--- src/hdl/swsed_pkg.sv ---
`timescale 1ns / 1ps
// ----------------------------------------------------------------------------
// swsed_pkg
// Shared types and constants for the single-wire sensor edge decoder.
// ----------------------------------------------------------------------------
package swsed_pkg;

    localparam int unsigned TIME_W      = 16;
    localparam int unsigned PCOUNT_W    = 6;
    localparam int unsigned DATA_BITS   = 40;
    localparam int unsigned BYTE_W      = 8;

    localparam logic [PCOUNT_W-1:0] PULSES_NEEDED = 6'd41;
    localparam logic [TIME_W-1:0]   THRESHOLD_RESET = 16'd50;
    localparam logic [TIME_W-1:0]   SIGN_BIT = 16'h8000;
    localparam logic [TIME_W-1:0]   MAG_MASK = 16'h7FFF;

    typedef enum logic [1:0] {
        STATUS_OK       = 2'd0,
        STATUS_SHORT    = 2'd1,
        STATUS_CHECKSUM = 2'd2
    } status_t;

    // packed as it travels on the result data bus, humidity in the low half
    typedef struct packed {
        logic [TIME_W-1:0] temperature_tenths;
        logic [TIME_W-1:0] humidity_tenths;
    } reading_t;

endpackage

--- src/hdl/single_wire_sensor_edge_decoder.sv ---
`timescale 1ns / 1ps
// ----------------------------------------------------------------------------
// single_wire_sensor_edge_decoder
// Decodes a captured single-wire sensor frame from its bus edges.
// ----------------------------------------------------------------------------
// Usage:
//   The s_ channel takes one captured edge per request: s_tdata holds the
//   16-bit timer value, s_tuser the line level after the edge, and s_tlast
//   marks the final edge of a frame. On that final edge one result request
//   leaves on the m_ channel: m_tuser is the status (ok, short frame,
//   checksum mismatch) and m_tdata holds humidity and signed temperature,
//   both in tenths, and zero on error. Edges that are not last give nothing.
//   The cfg_ channel writes the bit threshold; write it only while idle.
//   An accepted edge is held in the input register; the frame state is
//   updated and the result decoded on the way into the result register.
//   Throughput: one edge per cycle, except while a last edge is stalled.
//   Reset clears the frame state, empties both registers and sets the
//   threshold to 50 ticks. While m_tready is low a pending result is held;
//   edges that are not last keep flowing, and a last edge waits in the
//   input register until the result register frees.
// ----------------------------------------------------------------------------
module single_wire_sensor_edge_decoder #(
    parameter int unsigned EDGE_CAP = 90
) (
    input  logic        aclk,
    input  logic        aresetn,
    // edge channel
    input  logic        s_tvalid,
    output logic        s_tready,
    input  logic [15:0] s_tdata,   // [15:0] edge_time
    input  logic        s_tuser,   // [0] line_level
    input  logic        s_tlast,   // frame_last
    // result channel
    output logic        m_tvalid,
    input  logic        m_tready,
    output logic [31:0] m_tdata,   // [15:0] humidity_tenths, [31:16] temperature_tenths
    output logic [1:0]  m_tuser,   // [1:0] status
    // threshold write
    input  logic        cfg_valid,
    output logic        cfg_ready,
    input  logic [15:0] cfg_data
);

    localparam int unsigned EDGE_W = $clog2(EDGE_CAP + 1);
    localparam logic [EDGE_W-1:0] EDGE_LIMIT = EDGE_W'(EDGE_CAP);
    localparam int unsigned TW = swsed_pkg::TIME_W;
    localparam int unsigned PW = swsed_pkg::PCOUNT_W;
    localparam int unsigned BW = swsed_pkg::BYTE_W;

    logic [TW-1:0]     threshold_reg;

    logic              in_valid_reg;
    logic [TW-1:0]     in_time_reg;
    logic              in_level_reg;
    logic              in_last_reg;

    logic              rise_pending_reg, rise_pending_next;
    logic [TW-1:0]     rise_time_reg, rise_time_next;
    logic [PW-1:0]     pulse_count_reg, pulse_count_next;
    logic [EDGE_W-1:0] edges_seen_reg, edges_seen_next;
    logic [swsed_pkg::DATA_BITS-1:0] frame_bits_reg, frame_bits_next;

    logic              out_valid_reg;
    swsed_pkg::status_t  status_reg, status_next;
    swsed_pkg::reading_t reading_reg, reading_next;

    logic          advance, take, take_last;
    logic          counted, fall, pulse_ok;
    logic [TW-1:0] width;
    logic          data_bit;
    logic [BW-1:0] b0, b1, b2, b3, b4, sum;
    logic [TW-1:0] raw_temp;

    assign cfg_ready = 1'b1;

    // a last edge needs room in the result register
    assign advance   = !in_last_reg || !out_valid_reg || m_tready;
    assign take      = in_valid_reg && advance;
    assign take_last = take && in_last_reg;
    assign s_tready  = !in_valid_reg || advance;

    always_comb begin
        counted  = edges_seen_reg < EDGE_LIMIT;
        fall     = counted && !in_level_reg && rise_pending_reg;
        pulse_ok = fall && (pulse_count_reg < swsed_pkg::PULSES_NEEDED);
        width    = in_time_reg - rise_time_reg;
        data_bit = width > threshold_reg;

        rise_pending_next = rise_pending_reg;
        rise_time_next    = rise_time_reg;
        pulse_count_next  = pulse_count_reg;
        edges_seen_next   = edges_seen_reg;
        frame_bits_next   = frame_bits_reg;

        if (counted) begin
            edges_seen_next = edges_seen_reg + 1'b1;
            if (in_level_reg) begin
                if (!rise_pending_reg) begin
                    rise_pending_next = 1'b1;
                    rise_time_next    = in_time_reg;
                end
            end else if (rise_pending_reg) begin
                rise_pending_next = 1'b0;
            end
        end
        if (pulse_ok) begin
            pulse_count_next = pulse_count_reg + 1'b1;
            // skip the acknowledge pulse
            if (pulse_count_reg != '0) begin
                frame_bits_next = {frame_bits_reg[swsed_pkg::DATA_BITS-2:0], data_bit};
            end
        end

        b0 = frame_bits_next[39:32];
        b1 = frame_bits_next[31:24];
        b2 = frame_bits_next[23:16];
        b3 = frame_bits_next[15:8];
        b4 = frame_bits_next[7:0];
        sum = b0 + b1 + b2 + b3;
        raw_temp = {b2, b3};

        reading_next = '0;
        if (pulse_count_next < swsed_pkg::PULSES_NEEDED) begin
            status_next = swsed_pkg::STATUS_SHORT;
        end else if (sum != b4) begin
            status_next = swsed_pkg::STATUS_CHECKSUM;
        end else begin
            status_next = swsed_pkg::STATUS_OK;
            reading_next.humidity_tenths = {b0, b1};
            if ((raw_temp & swsed_pkg::SIGN_BIT) != '0) begin
                reading_next.temperature_tenths = '0 - (raw_temp & swsed_pkg::MAG_MASK);
            end else begin
                reading_next.temperature_tenths = raw_temp;
            end
        end
    end

    always_ff @(posedge aclk) begin
        if (!aresetn) begin
            threshold_reg    <= swsed_pkg::THRESHOLD_RESET;
            in_valid_reg     <= 1'b0;
            out_valid_reg    <= 1'b0;
            rise_pending_reg <= 1'b0;
            rise_time_reg    <= '0;
            pulse_count_reg  <= '0;
            edges_seen_reg   <= '0;
            frame_bits_reg   <= '0;
        end else begin
            if (cfg_valid && cfg_ready) begin
                threshold_reg <= cfg_data;
            end

            if (s_tvalid && s_tready) begin
                in_valid_reg <= 1'b1;
            end else if (take) begin
                in_valid_reg <= 1'b0;
            end

            if (take_last) begin
                out_valid_reg <= 1'b1;
            end else if (m_tready) begin
                out_valid_reg <= 1'b0;
            end

            if (take_last) begin
                // frame done: drop all frame state
                rise_pending_reg <= 1'b0;
                rise_time_reg    <= '0;
                pulse_count_reg  <= '0;
                edges_seen_reg   <= '0;
                frame_bits_reg   <= '0;
            end else if (take) begin
                rise_pending_reg <= rise_pending_next;
                rise_time_reg    <= rise_time_next;
                pulse_count_reg  <= pulse_count_next;
                edges_seen_reg   <= edges_seen_next;
                frame_bits_reg   <= frame_bits_next;
            end
        end
    end

    // payload registers
    always_ff @(posedge aclk) begin
        if (s_tvalid && s_tready) begin
            in_time_reg  <= s_tdata;
            in_level_reg <= s_tuser;
            in_last_reg  <= s_tlast;
        end
        if (take_last) begin
            status_reg  <= status_next;
            reading_reg <= reading_next;
        end
    end

    assign m_tvalid = out_valid_reg;
    assign m_tuser  = status_reg;
    assign m_tdata  = reading_reg;

    a_pulse_sat: assert property (@(posedge aclk) disable iff (!aresetn)
        pulse_count_reg <= swsed_pkg::PULSES_NEEDED)
        else $error("pulse count past saturation");

    a_edge_limit: assert property (@(posedge aclk) disable iff (!aresetn)
        edges_seen_reg <= EDGE_LIMIT)
        else $error("edge count past limit");

    a_result_follows: assert property (@(posedge aclk) disable iff (!aresetn)
        take_last |=> m_tvalid && pulse_count_reg == '0 && edges_seen_reg == '0)
        else $error("last edge did not produce a result and clear the frame");

    a_error_zero: assert property (@(posedge aclk) disable iff (!aresetn)
        m_tvalid && m_tuser != swsed_pkg::STATUS_OK |-> m_tdata == '0)
        else $error("error result carries nonzero data");

    a_no_overwrite: assert property (@(posedge aclk) disable iff (!aresetn)
        m_tvalid && !m_tready |-> !take_last)
        else $error("result overwritten while stalled");

endmodule
--- config.mk ---
export PLATFORM = sky130hd
export DESIGN_NAME = single_wire_sensor_edge_decoder
export DESIGN_NICKNAME = d
export VERILOG_FILES = /design/src/hdl/swsed_pkg.sv /design/src/hdl/single_wire_sensor_edge_decoder.sv
export SDC_FILE = /design/constraint.sdc
export NUM_CORES = 1
export LEC_CHECK = 0
export ABC_CLOCK_PERIOD_IN_PS = 7600
export BUFFER_PORTS_ARGS = -buffer_cell sky130_fd_sc_hd__clkbuf_2
export CAP_MARGIN = 20
export CORE_ASPECT_RATIO = 1.4
export CORE_MARGIN = 8
export CORE_UTILIZATION = 55
export DETAILED_ROUTE_END_ITERATION = 7
export GPL_ROUTABILITY_DRIVEN = 0
export GPL_TIMING_DRIVEN = 0
export MAX_ROUTING_LAYER = met4
export PLACE_DENSITY_LB_ADDON = 0.05
export SETUP_SLACK_MARGIN = 0.02
export SKIP_LAST_GASP = 1
export SLEW_MARGIN = 5
export SYNTH_ARGS = -nofsm -noshare
export SYNTH_HDL_FRONTEND = slang
export SYNTH_SLANG_ARGS = --single-unit
--- constraint.sdc ---
create_clock -name aclk -period 7.6 [get_ports aclk]
set_input_delay 0 -clock aclk [delete_from_list [all_inputs] [get_ports aclk]]
set_output_delay 0 -clock aclk [all_outputs]
set_load 0.03 [all_outputs]
==> impl_results.md, run 1 <==
- Final antenna-violating net count: 0
- CP Capture Type: flip-flop
- PwrDens: 205.1 nW/µm²
- DRT iter0 DRCs: approximately 290
- Gr usage total: between 20% and 30%
- Area grow syn2layout: 20.40%
- Final setup viols: 0
- Wire per inst: about 16 µm
- Starting density of the core: between 50% and 60%
- CTS resizes: 0
- Overall power after layout: between 1.5 and 2 mW
- Vias in the first global route: between 6,000 and 7,000
- Rel. slew slack: slightly above 30%
- Data required time of the critical path: between 7 and 8 ns
- Data arrival, critical path: 6.84 ns
- First-pass GRT wire length: between 30,000 and 40,000 µm
- Area occupied by multi-input gates: between 4000 and 5000 µm²
- FF+latch area: 3323 µm²
- Post CTS Setup Buffer Count: 0
- Worst-Margin Slew: 1.034 ns
- Die area: ~19,000 µm²
- HPWL after detailed placement: about 15,000 µm
- Hold WS: between 0.2 and 0.25 ns
- Fin. Hold Viols: 0
- Final Cycle Share: between 80 and 90%
- Max Cap Viol: 0
- Cts bufs inserted: 17
- Register area share after synthesis: roughly two fifths
- Final cell count without fillers: around 1,200
- Drt first pass iters: 5
- Post-place instance area: slightly below 9000 µm²
- Switching Power: ~0.52 mW
- Vias: around 6,700
- RSZ-0062 raised after global routing: no
- Clock Latency Late Sink: around 0.43 ns
- R2R setup slack: 0.99 ns
- Clock root buffer master: clkbuf_16
- Crit path kind: flip-flop to flip-flop
- Fmax: 0.1513 GHz
- Worst Reg-to-Reg Cells: 26
- Clk_skew: approximately 0.010 ns
- Warnings, synthesis: 0
- # nets final: 1,121
- Antenna cells: 0
- Worst Slack Setup Final: a little under 1 ns
- Critical Path Source: pulse_count_reg[0]$_SDFFE_PP0P_
- Synth top area share: around 22%
- Finished Core Util: approximately 68%
- Final instance area: 9717 µm²
- Max clock buf depth: 2
- Dpl ws: between 1 and 1.5 ns
- Syn avg cell area: roughly 9.0 µm²
- Final wirelength: roughly 20,000 µm
- Power Internal: between 1 and 1.5 mW
- Site Rows: between 50 and 60
- Max reg flops: 40
- Synth area leader: dfxtp_1
- Syn Inst Count: roughly 900
- Asr flop ratio synth: 0%
- Setup TNS: 0 ns
- Startpoint Class: flip-flop
- Grt total ovfl: 0
- Status: finished, final reports clean
- Largest net degree at the start of global routing: 25
- Synthesized area: a little over 8000 µm²
- Tmin final: roughly 6.6 ns
- Sequential share of power: 40.8%
- Input/output buffers: 73
- R2R Path End: m_tdata[25]$_SDFFCE_PP0P_
- Initial antenna violation count: 0
- Vias/cell: 5.431
- Clk network pwr share: between 40% and 50%
- Clock Sinks: 140
- Post-synth net total: approximately 1,000
- Share of post-route cells with drive strength above 1: 13.19%
- Reg-to-Reg Start: pulse_count_reg[0]$_SDFFE_PP0P_
- Synth cell types: 67
- DRC: 0
- CTS tree: built
- Static leakage: between 4 and 5 nW
- CP Capture Point: m_tdata[25]$_SDFFCE_PP0P_
- FF+latch count, synth: 140
- Die Ht: 159.3 µm
- Area of the core: approximately 14,000 µm²
- HP Class: input port to flip-flop
- CTS Hold Bufs: 37
- Main synth FF type: dfxtp_1
- I/O Pins: 76
- Post-synth EDFFs: 52
- Max FO, Critical Path: 10
- Fill cell count: 1,238
- Clock transition at path regs: roughly 0.060 ns
- Comb pwr share: between 10% and 20%
- Placed cells: 1,159
- Most area-consuming cells after synthesis: dfxtp_1 22%, edfxtp_1 19%, ha_1 6.8%
- H-tree level count: 4
- Commonest cells in the netlist: 128 x nand2_1, 88 x dfxtp_1, 87 x nor2_1, 68 x a21oi_1, 68 x inv_1
- Die W: between 100 and 150 µm
- Most numerous cell in the Yosys netlist: nand2_1
- Pins Over Slew Limit: 0
- Hold Crit Start: aresetn
- VDD IR max: between 100 and 150 µV
- Switching Fraction: 26.21%
==> power by group through the flow <==
stage	registers (mW)	logic [mW]	clock network (mW)
global placement	0.829	0.271	0
floorplan	0.828	0.204	0
CTS	0.813	0.293	0.895
finish	0.813	0.293	0.886
detailed placement	0.829	0.275	0
global route	0.816	0.330	0.927
==> cells in the final DEF (no fill, tap or decap), types with 8 or more instances in the layout <==
master and n:
a211oi_1 28, a21oi_1 68, clkbuf_1 41, clkbuf_16 18
clkbuf_2 73, dfxtp_1 88, dlygate4sd3_1 37, edfxtp_1 52
fa_1 12, ha_1 44, inv_1 68, mux2i_1 40
nand2_1 128, nand3_1 13, nand4_1 9, nor2_1 87
nor2b_1 18, nor3_1 8, o21ai_0 22, xnor2_1 27
xor2_1 19
==> critical path, cell delays in order (launching register included) <==
cell and delay, ns:
dfxtp_1 0.39, inv_1 0.09, ha_1 0.20, nor2b_2 0.16, o2111a_1 0.29, nand3_2 0.17, buf_4 0.23, clkbuf_1 0.38
buf_2 0.38, mux2i_1 0.34, inv_1 0.10, ha_1 0.20, a311oi_1 0.28, fa_1 0.48, inv_1 0.07, ha_1 0.15
inv_1 0.05, fa_1 0.39, o21ai_0 0.24, nand2_1 0.10, xnor2_1 0.26, xnor2_1 0.11, a211o_1 0.29, nor3_2 0.21
nand4b_2 0.34, buf_6 0.28, a2111oi_2 0.23
==> per-layer routing <==
| metal | global-route usage, % | part of all wire, % | up-vias | wire length [µm] |
|---|---|---|---|---|
| li1 | - | - | 3360 | - |
| met1 | 22.07 | 39 | 3097 | 7785 |
| met2 | 40.37 | 53 | 154 | 10570 |
| met3 | 3.903 | 3.4 | 58 | 684 |
| met4 | 11.43 | 4.3 | 0 | 860 |
| met5 | - | 0 | - | 0 |
==> cells by family (layout without fill, tap and decap cells) <==
kind of cell / Yosys count / count (layout) / synth area share (%)
AND/OR/NAND/NOR: 300 / 300 / 16.68
XOR/XNOR: 47 / 47 / 5.271
multiplexers: 40 / 40 / 4.961
buffers and inverters: 122 / 266 / 5.969
other: 1 / 1 / 0.04647
AO/OA/AOI/OAI: 189 / 189 / 16.09
adder cells (fa/ha/maj): 56 / 56 / 9.798
flip-flops: 140 / 140 / 41.18
==> layout make-up <==
cell class | instances | area share, %
timing repair buffer | 112 | 7.971
clock inverter | 12 | 1.661
buffer | 54 | 2.331
multi-input combinational | 633 | 43.96
sequential | 140 | 34.20
inverter | 68 | 2.627
clock buffer | 20 | 4.816
tap | 189 | 2.434
==> worst min-delay path by stage <==
stage	endpoint	slack, ns	cells past startpoint
floorplan	in_last_reg$_DFFE_PP_	0.1	0
global placement	in_time_reg[11]$_DFFE_PP_	0.18	1
detailed placement	in_time_reg[6]$_DFFE_PP_	0.18	1
CTS	threshold_reg[5]$_SDFFE_PN1P_	0.19	3
global route	threshold_reg[4]$_SDFFE_PN1P_	0.21	3
finish	threshold_reg[4]$_SDFFE_PN1P_	0.20	3
No activity file was read; power rests on OpenSTA's default activity.
==> run 2, diff against run 1 <==
Settings changed: ABC_CLOCK_PERIOD_IN_PS 7600 to 6040, CORE_UTILIZATION 55 to 54, RECOVER_POWER from default to 100.
Clock period 7.6 ns to 6.04 ns, I/O delays scaled along.
==> impl_results.md, run 2 (synthesized netlist as in run 1, its figures left out) <==
- Final setup viols: 0
- I/O Pins: between 70 and 80
- Worst Reg-to-Reg Cells: 21
- Rel. slew slack: 14.36%
- Worst Hold End: threshold_reg[1]$_SDFFE_PN1P_
- CTS tree: built
- Post-place instance area: just under 9000 µm²
- Final instance area: ~9800 µm²
- Tmin final: approximately 5.7 ns
- Clk_skew: between 0.009 and 0.01 ns
- R2R Path End: m_tdata[26]$_SDFFCE_PP0P_
- Data arrival, critical path: approximately 6.0 ns
- Final antenna-violating net count: 0
- PwrDens: approximately 250 nW/µm²
- Antenna cells: 0
- Vias: a little under 7,000
- Max clock buf depth: 2
- First-pass GRT wire length: between 30,000 and 40,000 µm
- Cts bufs inserted: 17
- Max FO, Critical Path: 10
- Max reg flops: 40
- Site Rows: 53
- Input/output buffers: 73
- Finished Core Util: around two thirds
- RSZ-0062 raised after global routing: no
- Setup TNS: 0 ns
- Initial antenna violation count: 0
- CP Capture Type: flip-flop
- H-tree level count: 4
- Static leakage: ~4.0 nW
- Data required time of the critical path: around 6.3 ns
- Startpoint Class: flip-flop
- Vias in the first global route: a little under 7,000
- Fmax: about 0.17 GHz
- Area of the core: around 15,000 µm²
- Share of post-route cells with drive strength above 1: between 10% and 20%
- Final wirelength: between 20,000 and 25,000 µm
- Vias/cell: about 5.5
- Starting density of the core: a little over half
- DRC: 0
- Die W: between 100 and 150 µm
- Status: finished, final reports clean
- Commonest non-fill, non-tap cells in the layout: 127 x nand2_1, 87 x nor2_1, 86 x dfxtp_1
- Fin. Hold Viols: 0
- Final Cycle Share: about 95%
- Overall power after layout: ~2.4 mW
- Most common cell after layout, fill and taps aside: nand2_1
- Clock Latency Late Sink: about 0.42 ns
- Drt first pass iters: 5
- VDD IR max: roughly 150 µV
- R2R setup slack: slightly above 0.3 ns
- Die area: 19,170 µm²
- Clock Sinks: 140
- Reg-to-Reg Start: pulse_count_reg[0]$_SDFFE_PP0P_
- Hold path cells: 3
- Max Cap Viol: 0
- Clock root buffer master: clkbuf_16
- Die Ht: between 150 and 200 µm
- Crit path kind: flip-flop to flip-flop
- Pins Over Slew Limit: 0
- Area grow syn2layout: 21.15%
- Hold Crit Start: aresetn
- HP Class: input port to flip-flop
- HPWL after detailed placement: around 15,000 µm
- Worst-Margin Slew: ~1.3 ns
- Gr usage total: around 22%
- DRT iter0 DRCs: 337
- # nets final: 1,125
- Largest net degree at the start of global routing: 25
- Grt total ovfl: 0
- Wire per inst: 16.40 µm
- Clock transition at path regs: about 0.06 ns
-- run 2: critical path: stages (launching register included) --
cell	delay (ns)
dfxtp_4	0.37
inv_1	0.07
ha_1	0.18
nor2b_2	0.16
o2111a_2	0.31
nand3_4	0.09
buf_8	0.15
clkbuf_2	0.36
mux2i_2	0.40
fa_1	0.48
inv_1	0.09
fa_1	0.43
ha_1	0.31
or2_2	0.32
a31o_2	0.25
a21oi_1	0.19
xnor3_1	0.25
xnor2_1	0.17
nor3_4	0.18
nand4b_4	0.25
buf_2	0.22
a2111oi_2	0.30
-- run 2: where the power goes --
group	total, mW	internal (mW)	switching, mW
Sequential	1.02	1.01	0.0179
Combinational	0.388	0.165	0.223
Clock	1.02	0.608	0.411
-- run 2: worst max path at each step --
stage	cells after the start	slack [ns]	startpoint	endpoint
final	21	0.31	pulse_count_reg[0]$_SDFFE_PP0P_	m_tdata[26]$_SDFFCE_PP0P_
after global routing	26	0.06	pulse_count_reg[0]$_SDFFE_PP0P_	m_tdata[21]$_SDFFCE_PP0P_
after CTS	26	0.05	pulse_count_reg[0]$_SDFFE_PP0P_	m_tdata[23]$_SDFFCE_PP0P_
after detailed placement	25	-0.75	pulse_count_reg[0]$_SDFFE_PP0P_	m_tdata[26]$_SDFFCE_PP0P_
after global placement	25	-0.80	pulse_count_reg[0]$_SDFFE_PP0P_	m_tdata[26]$_SDFFCE_PP0P_
after floorplan	26	0.57	pulse_count_reg[0]$_SDFFE_PP0P_	m_tdata[29]$_SDFFCE_PP0P_
-- run 2: repair_timing --
item / in CTS / in global routing
cloned: 1 / 0
hold buffers: 37 / 0
buffers inserted: 0 / 3
gates resized for setup: 24 / 29
endpoints found under the hold margin: 39 / 0
pin swaps: 0 / 7
setup endpoints to repair: 33 / 32
-- run 2: cell type report --
type	instances	area (µm²)
clock buffers	18	429.2
multi-input cells	633	4380
clock inverters	13	143.9
well taps	192	240.2
flip-flops and latches	140	3328
repair buffers	116	723.2
plain buffers	54	276.5
inverters	68	255.2
fillers	1310	5077
-- run 2: through the flow --
step | hold WS, ns | setup slack [ns] | std cells
finish | 0.2154 | 0.3051 | 1234
global route | 0.2510 | 0.05802 | 1234
CTS | 0.2228 | 0.05145 | 1231
detailed placement | 0.1786 | -0.7467 | 1162
global placement | 0.1764 | -0.7976 | 1160
floorplan | 0.09887 | 0.5701 | 895
-- run 2: layer usage --
layer / vias up / GRT usage (%) / part of all wire [%]
met5: - / - / 0
met4: 0 / 12.82 / 4.6
met3: 63 / 3.864 / 4.4
met2: 167 / 39.69 / 53
met1: 3140 / 22.58 / 39
li1: 3379 / - / -
